--- src/qmr_pkg.sv ---
package qmr_pkg;

  localparam int FRAC_BITS = 30;
  localparam int DW        = 32;
  localparam int OPW       = DW + 1;
  localparam int PRW       = 2 * OPW;
  localparam int NW        = PRW - FRAC_BITS + 1;
  localparam int SW        = (NW + 2 > OPW) ? NW + 2 : OPW;

  localparam logic signed [PRW-1:0] HALF =
    {{(PRW-1){1'b0}}, 1'b1} << (FRAC_BITS - 1);
  localparam logic signed [SW-1:0] SAT_MAX = SW'(64'sd2147483647);
  localparam logic signed [SW-1:0] SAT_MIN = SW'(-64'sd2147483648);

  // bit n set: term p[n]*q[k^n] is subtracted in component k
  localparam logic [3:0] NEG_MASK [4] = '{4'b1110, 4'b1000, 4'b0010, 4'b0100};

  localparam logic [2:0] MODE_MUL     = 3'd0;
  localparam logic [2:0] MODE_CONJ_A  = 3'd1;
  localparam logic [2:0] MODE_CONJ_B  = 3'd2;
  localparam logic [2:0] MODE_ROT     = 3'd3;
  localparam logic [2:0] MODE_ROT_INV = 3'd4;

  typedef logic [3:0][OPW-1:0] quat_t;
  typedef logic [3:0][DW-1:0]  res_t;

  typedef struct packed {
    logic [2:0] mode;
    quat_t      ac;
    res_t       res;
    logic       sat;
  } side_t;

endpackage

--- src/qmr_qmul.sv ---
module qmr_qmul (
  input  logic           clk_i,
  input  logic           rst_ni,
  input  logic           in_valid_i,
  output logic           in_ready_o,
  input  qmr_pkg::quat_t p_i,
  input  qmr_pkg::quat_t q_i,
  input  logic           want_w_i,
  input  qmr_pkg::side_t side_i,
  output logic           out_valid_o,
  input  logic           out_ready_i,
  output qmr_pkg::res_t  r_o,
  output logic           sat_o,
  output qmr_pkg::side_t side_o
);
  import qmr_pkg::*;

  logic [2:0] vld_q;
  logic [2:0] rdy;

  logic signed [PRW-1:0] prod_d [4][4];
  logic signed [PRW-1:0] prod_q [4][4];
  logic signed [PRW-1:0] shf    [4][4];
  logic signed [NW-1:0]  trunc  [4][4];
  logic signed [NW-1:0]  rnd_d  [4][4];
  logic signed [NW-1:0]  rnd_q  [4][4];
  logic signed [SW-1:0]  sum    [4];
  res_t                  r_d;
  res_t                  r_q;
  logic                  sat_d;
  logic                  sat_q;
  logic                  want1_q;
  logic                  want2_q;
  side_t                 side1_q;
  side_t                 side2_q;
  side_t                 side3_q;

  always_comb begin
    rdy[2] = !vld_q[2] || out_ready_i;
    rdy[1] = !vld_q[1] || rdy[2];
    rdy[0] = !vld_q[0] || rdy[1];
  end

  assign in_ready_o  = rdy[0];
  assign out_valid_o = vld_q[2];
  assign r_o         = r_q;
  assign sat_o       = sat_q;
  assign side_o      = side3_q;

  // partial products, component k takes p[n] * q[k ^ n]
  always_comb begin
    for (int k = 0; k < 4; k++) begin
      for (int n = 0; n < 4; n++) begin
        prod_d[k][n] = $signed(p_i[n]) * $signed(q_i[2'(k ^ n)]);
      end
    end
  end

  // round to nearest and apply term sign
  always_comb begin
    for (int k = 0; k < 4; k++) begin
      for (int n = 0; n < 4; n++) begin
        shf[k][n]   = (prod_q[k][n] + HALF) >>> FRAC_BITS;
        trunc[k][n] = NW'(shf[k][n]);
        rnd_d[k][n] = NEG_MASK[k][n] ? -trunc[k][n] : trunc[k][n];
      end
    end
  end

  // sum and clip; component 0 is zeroed when want_w is low
  always_comb begin
    sat_d = 1'b0;
    for (int k = 0; k < 4; k++) begin
      sum[k] = SW'(rnd_q[k][0]) + SW'(rnd_q[k][1]) + SW'(rnd_q[k][2]) + SW'(rnd_q[k][3]);
      if (k == 0 && !want2_q) begin
        r_d[k] = '0;
      end else if (sum[k] > SAT_MAX) begin
        r_d[k] = DW'(SAT_MAX);
        sat_d  = 1'b1;
      end else if (sum[k] < SAT_MIN) begin
        r_d[k] = DW'(SAT_MIN);
        sat_d  = 1'b1;
      end else begin
        r_d[k] = DW'(sum[k]);
      end
    end
  end

  always_ff @(posedge clk_i or negedge rst_ni) begin
    if (!rst_ni) begin
      vld_q <= '0;
    end else begin
      if (rdy[0]) begin
        vld_q[0] <= in_valid_i;
      end
      if (rdy[1]) begin
        vld_q[1] <= vld_q[0];
      end
      if (rdy[2]) begin
        vld_q[2] <= vld_q[1];
      end
    end
  end

  always_ff @(posedge clk_i) begin
    if (rdy[0] && in_valid_i) begin
      prod_q  <= prod_d;
      want1_q <= want_w_i;
      side1_q <= side_i;
    end
    if (rdy[1] && vld_q[0]) begin
      rnd_q   <= rnd_d;
      want2_q <= want1_q;
      side2_q <= side1_q;
    end
    if (rdy[2] && vld_q[1]) begin
      r_q     <= r_d;
      sat_q   <= sat_d;
      side3_q <= side2_q;
    end
  end

endmodule

--- src/quaternion_multiply_rotate.sv ---
// an accepted item passes the input register, then both multipliers, then the output register
// throughput: one transaction per cycle while m_tready_i is high, no gaps between items
// the two quaternion multipliers are 3-stage pipelines; input and output are registered
// stalls are absorbed stage by stage, an empty stage keeps accepting
// reset (rst_ni low, asynchronous) clears all valid bits, data registers are not reset
module quaternion_multiply_rotate (
  input  logic         clk_i,
  input  logic         rst_ni,
  input  logic         s_tvalid_i,
  output logic         s_tready_o,
  input  logic [255:0] s_tdata_i,  // a_w, a_x, a_y, a_z, b_w, b_x, b_y, b_z
  input  logic [2:0]   s_tuser_i,  // mode
  output logic         m_tvalid_o,
  input  logic         m_tready_i,
  output logic [127:0] m_tdata_o,  // r_w, r_x, r_y, r_z
  output logic [0:0]   m_tuser_o   // saturated
);
  import qmr_pkg::*;

  quat_t      a;
  quat_t      b;
  quat_t      ac;
  quat_t      bc;
  quat_t      v;
  quat_t      p0_d;
  quat_t      q0_d;
  side_t      side0_d;

  logic       s0_vld_q;
  quat_t      s0_p_q;
  quat_t      s0_q_q;
  side_t      s0_side_q;
  logic       s0_rdy;

  logic       u1_in_ready;
  logic       u1_out_valid;
  res_t       u1_r;
  logic       u1_sat;
  side_t      u1_side;

  quat_t      t;
  quat_t      p2;
  quat_t      q2;
  side_t      side2;

  logic       u2_in_ready;
  logic       u2_out_valid;
  res_t       u2_r;
  logic       u2_sat;
  side_t      u2_side;

  logic       out_vld_q;
  logic       out_rdy;
  res_t       out_r_d;
  res_t       out_r_q;
  logic       out_sat_d;
  logic       out_sat_q;
  logic [2:0] out_mode_q;

  // unpack and form conjugates at full width
  always_comb begin
    for (int i = 0; i < 4; i++) begin
      a[i]  = {s_tdata_i[32*i+31], s_tdata_i[32*i +: 32]};
      b[i]  = {s_tdata_i[128+32*i+31], s_tdata_i[128+32*i +: 32]};
      ac[i] = (i == 0) ? a[i] : OPW'(-$signed(a[i]));
      bc[i] = (i == 0) ? b[i] : OPW'(-$signed(b[i]));
      v[i]  = (i == 0) ? '0 : b[i];
    end
  end

  always_comb begin
    case (s_tuser_i)
      MODE_MUL: begin
        p0_d = a;
        q0_d = b;
      end
      MODE_CONJ_A: begin
        p0_d = ac;
        q0_d = b;
      end
      MODE_CONJ_B: begin
        p0_d = a;
        q0_d = bc;
      end
      MODE_ROT: begin
        p0_d = a;
        q0_d = v;
      end
      MODE_ROT_INV: begin
        p0_d = v;
        q0_d = a;
      end
      default: begin
        p0_d = '0;
        q0_d = '0;
      end
    endcase
    side0_d.mode = s_tuser_i;
    side0_d.ac   = ac;
    side0_d.res  = '0;
    side0_d.sat  = 1'b0;
  end

  assign s0_rdy     = !s0_vld_q || u1_in_ready;
  assign s_tready_o = s0_rdy;

  always_ff @(posedge clk_i or negedge rst_ni) begin
    if (!rst_ni) begin
      s0_vld_q <= 1'b0;
    end else if (s0_rdy) begin
      s0_vld_q <= s_tvalid_i;
    end
  end

  always_ff @(posedge clk_i) begin
    if (s0_rdy && s_tvalid_i) begin
      s0_p_q    <= p0_d;
      s0_q_q    <= q0_d;
      s0_side_q <= side0_d;
    end
  end

  qmr_qmul u_first (
    .clk_i       (clk_i),
    .rst_ni      (rst_ni),
    .in_valid_i  (s0_vld_q),
    .in_ready_o  (u1_in_ready),
    .p_i         (s0_p_q),
    .q_i         (s0_q_q),
    .want_w_i    (1'b1),
    .side_i      (s0_side_q),
    .out_valid_o (u1_out_valid),
    .out_ready_i (u2_in_ready),
    .r_o         (u1_r),
    .sat_o       (u1_sat),
    .side_o      (u1_side)
  );

  // second product for the rotate modes
  always_comb begin
    for (int i = 0; i < 4; i++) begin
      t[i] = {u1_r[i][DW-1], u1_r[i]};
    end
    if (u1_side.mode == MODE_ROT_INV) begin
      p2 = u1_side.ac;
      q2 = t;
    end else begin
      p2 = t;
      q2 = u1_side.ac;
    end
    side2.mode = u1_side.mode;
    side2.ac   = u1_side.ac;
    side2.res  = u1_r;
    side2.sat  = u1_sat;
  end

  qmr_qmul u_second (
    .clk_i       (clk_i),
    .rst_ni      (rst_ni),
    .in_valid_i  (u1_out_valid),
    .in_ready_o  (u2_in_ready),
    .p_i         (p2),
    .q_i         (q2),
    .want_w_i    (1'b0),
    .side_i      (side2),
    .out_valid_o (u2_out_valid),
    .out_ready_i (out_rdy),
    .r_o         (u2_r),
    .sat_o       (u2_sat),
    .side_o      (u2_side)
  );

  always_comb begin
    case (u2_side.mode)
      MODE_MUL, MODE_CONJ_A, MODE_CONJ_B: begin
        out_r_d   = u2_side.res;
        out_sat_d = u2_side.sat;
      end
      MODE_ROT, MODE_ROT_INV: begin
        out_r_d   = u2_r;
        out_sat_d = u2_side.sat | u2_sat;
      end
      default: begin
        out_r_d   = '0;
        out_sat_d = 1'b0;
      end
    endcase
  end

  assign out_rdy = !out_vld_q || m_tready_i;

  always_ff @(posedge clk_i or negedge rst_ni) begin
    if (!rst_ni) begin
      out_vld_q <= 1'b0;
    end else if (out_rdy) begin
      out_vld_q <= u2_out_valid;
    end
  end

  always_ff @(posedge clk_i) begin
    if (out_rdy && u2_out_valid) begin
      out_r_q    <= out_r_d;
      out_sat_q  <= out_sat_d;
      out_mode_q <= u2_side.mode;
    end
  end

  assign m_tvalid_o   = out_vld_q;
  assign m_tdata_o    = out_r_q;
  assign m_tuser_o[0] = out_sat_q;

  // unused modes give an all-zero result
  a_unused_mode_zero : assert property (@(posedge clk_i) disable iff (!rst_ni)
    out_vld_q && (out_mode_q > MODE_ROT_INV) |-> (m_tdata_o == '0) && !m_tuser_o[0])
    else $error("unused mode gave a nonzero result");

  // rotations give a pure quaternion
  a_rot_scalar_zero : assert property (@(posedge clk_i) disable iff (!rst_ni)
    out_vld_q && (out_mode_q == MODE_ROT || out_mode_q == MODE_ROT_INV)
      |-> (m_tdata_o[31:0] == '0))
    else $error("rotation result has a nonzero scalar part");

  // input side can only stall when a result is waiting
  a_stall_needs_output : assert property (@(posedge clk_i) disable iff (!rst_ni)
    !s_tready_o |-> m_tvalid_o)
    else $error("input stalled with an empty output");

endmodule
--- config.mk ---
export PLATFORM = sky130hd
export DESIGN_NAME = quaternion_multiply_rotate
export DESIGN_NICKNAME = d
export VERILOG_FILES = /design/src/qmr_pkg.sv /design/src/qmr_qmul.sv /design/src/quaternion_multiply_rotate.sv
export SDC_FILE = /design/constraint.sdc
export NUM_CORES = 1
export LEC_CHECK = 0
export BUFFER_PORTS_ARGS = -buffer_cell sky130_fd_sc_hd__buf_2
export CAP_MARGIN = 10
export CELL_PAD_IN_SITES_DETAIL_PLACEMENT = 1
export CELL_PAD_IN_SITES_GLOBAL_PLACEMENT = 1
export CORE_AREA = 2 2 154 156
export DETAILED_ROUTE_END_ITERATION = 8
export DIE_AREA = 0 0 156 158
export PLACE_DENSITY = 0.65
export SYNTH_ARGS = -nofsm -noshare
export SYNTH_HDL_FRONTEND = slang
export SYNTH_SLANG_ARGS = --single-unit
--- constraint.sdc ---
create_clock -name clk_i -period 2.7 [get_ports clk_i]
set_clock_uncertainty 0.15 [all_clocks]
set_input_delay 0.675 -clock clk_i [delete_from_list [all_inputs] [get_ports clk_i]]
set_output_delay 0.675 -clock clk_i [all_outputs]
set_load 0.01 [all_outputs]
==> impl_metrics.ini <==
[status]
status = finished, final reports clean

[timing]
period_minus_slack_ns = 2.17
setup_viol = 0
hold_viol = 0
fmax_ghz = 0.461
rsz0062_at_grt = no
fin_crit_sh = 0.804
setup_slack_ns = 0.529
maxSlewViolCount = 0

[layout]
fin_nets = 466
syn2layout_area_growth_pct = 10.7
final_util = 0.0986
layout-drive-gt1-share = 0.554

[critical_path]
arrival_ns = 1.35
critical_path_class = in2out
cpMaxStageDelayCell = and4b_1
worst_ep_required_time_ns = 1.88
path_cells = buf_2 -> and4b_1 -> nand4_1 -> buf_2
cp_max_fo = 3
endpoint_kind = primary output
crit_family = simple AND/OR/NAND/NOR gates
cp_common_cell = buf_2
cp.buffers_inverters = 2
cp_slowest_stage_delay_ns = 0.31
start_kind = primary input

[global_route]
grt_first_pass_wirelength_um = 3420
grtUsageTotal = 0.0181
antenna_found_initial = 1
grt_max_degree = 86
grt-ovfl-total = 0
grt_pass1_vias = 711

[power]
power_density_nw_per_um2 = 861
internal_power_mw = 1.32
leakagePower_nw = 0.977
p_seq_frac = 0.349
ir_drop_uv = 303
p_sw_mw = 0.637
combPwrFrac = 0.342
swShare = 0.326
clkPwrFrac = 0.309

[clock_tree]
cts.sinks = 31
cts_resized = 0
cts_made_buffers = 5
root_buffer = clkbuf_16
cts_tree = built
cts_hold_buf = 0
clk_pin_slew_worst_paths_ns = 0.05
cts_setup_buffers = 0
cts_buffer_depth = 2
h-tree-depth = 2
insertion_delay_ns = 0.27

[synthesis]
synth_top_area_share = 0.464
synth_common_cells = buf_4 (127), edfxtp_1 (23), dfrtp_1 (8), inv_1 (3), nand2b_1 (3)
synth_top_flop_cell = edfxtp_1
yosysTopAreaCell = buf_4
ys_async_sr_fraction = 0.258
yosysWarnings = 0
syn_inst = 187
ys_types = 22
syn_area_per_cell_um2 = 11.0
synthMuxAreaShare = 0
yosysSeqAreaShare = 0.434
synth_compound_area_frac = 0.0469
synth_edf_count = 23
ys_ff_latch = 31
synthTopCellsByArea = buf_4 (46%), edfxtp_1 (34%), dfrtp_1 (9.8%), buf_6 (1.1%), nand2b_1 (0.91%)
yosys.area_share.adder = 0
yosys.area_share.simple = 0.0366
synth_area_um2 = 2050
synth_top_family_by_area = buffers and inverters
yosysMostFrequentCell = buf_4
synth-xor-area-share = 0

[die]
start_util = 0.0891
dieArea_um2 = 24600
die_w_um = 156
coreArea_um2 = 23100
rows = 56
ios = 394
die_h_um = 158

[hold_path]
hp-class = in2async

[placement]
pre_cts_slack_ns = 0.539
hpwlAfterDp_um = 2380
port_buffers = 102
gp_routability_congestion = 0.638

[detailed_routing]
viasPerCell = 2.08
first_pass_iters = 2
vias = 1030
drt_iter0_drc = 26
ant_nets = 0
drc = 0
wl_per_cell_um = 5.83
totalWireLength_um = 2880

[job]
cap_viol_max_count = 0
[layer usage]
layer	global-route usage	routed length [um]	up-vias
met5	0	0	-
met4	0.00524	16	0
met3	0.00985	557	2
met2	0.0331	1270	99
met1	0.0176	1040	449
li1	-	-	480
[worst reg2reg max path: stages (launching register included)]
cell	delay, ns
dfrtp_1	0.40
and4b_1	0.23
buf_4	0.19
a21boi_0	0.40
[state kept, by name, summed over array words and instances (netlist names)]
name and cells:
m_tdata_o 1, m_tuser_o 1, m_tvalid_o 1, s0_side_q 3
s0_vld_q 1, u_first.side1_q 3, u_first.side2_q 3, u_first.side_o 3
u_first.vld_q 3, u_second.side1_q 3, u_second.side2_q 3, u_second.side_o 3
u_second.vld_q 3
[area by class of cell]
| type | count | area, um^2 |
|---|---|---|
| antenna | 1 | 2.50 |
| clock buffer | 5 | 125 |
| clock inverter | 3 | 38.8 |
| fill | 2725 | 20800 |
| inverter | 3 | 11.3 |
| multi-input combinational | 58 | 303 |
| sequential | 31 | 891 |
| tap | 290 | 363 |
| timing repair buffer | 104 | 538 |
[stage by stage]
stage,setup TNS [ns],cells,area [um^2],power [mW],hold WS [ns]
global placement,0,486,2110,1.35,0.250
detailed placement,0,486,2110,1.38,0.256
global route,0,494,2270,2.07,0.102
floorplan,-19.64,221,2180,1.53,0.229
finish,0,495,2270,1.96,0.0960
CTS,0,494,2270,1.99,0.0945
[power groups by stage]
stage	Clock [mW]	Sequential [mW]	Combinational, mW
global route	0.645	0.700	0.723
detailed placement	0	0.697	0.679
finish	0.606	0.683	0.668
global placement	0	0.689	0.659
floorplan	0	0.736	0.795
CTS	0.625	0.688	0.679
[cells in the final DEF, fill, tap and decap left out, drive strengths merged]
cell	n
a21o	2
bufinv	1
or2	1
nand3b	1
clkbuf	5
a31oi	2
o21ai	2
diode	1
and3	1
conb	35
nand2b	3
clkinv	2
and2b	1
a21boi	2
inv	3
and2	2
buf	104
a41oi	1
dfrtp	8
a31o	2
nand4	1
edfxtp	23
a41o	1
and4b	1
[worst paths after layout]
path,start,to,slack [ns],depth (start not counted)
max,m_tready_i,s_tready_o,0.53,4
min,rst_ni,s0_vld_q,0.1,1
min in group clk_i,u_second.side1_q[263],u_second.side2_q[263],0.26,0
max reg2reg,m_tvalid_o,u_second.side1_q[263],0.98,3
min reg2reg,u_second.side1_q[263],u_second.side2_q[263],0.26,0
max in group asynchronous,rst_ni,u_first.vld_q[2],2.13,1
[kinds of logic (layout without fill, tap and decap cells)]
kind of cell           Yosys count  in the layout
AOI/OAI and AO/OA               12             12
buffers and inverters          132            115
other                            1             36
and+or+nand+nor                 11             11
DFF                             31             31
Note: power is estimated with default switching activity, not from simulation.
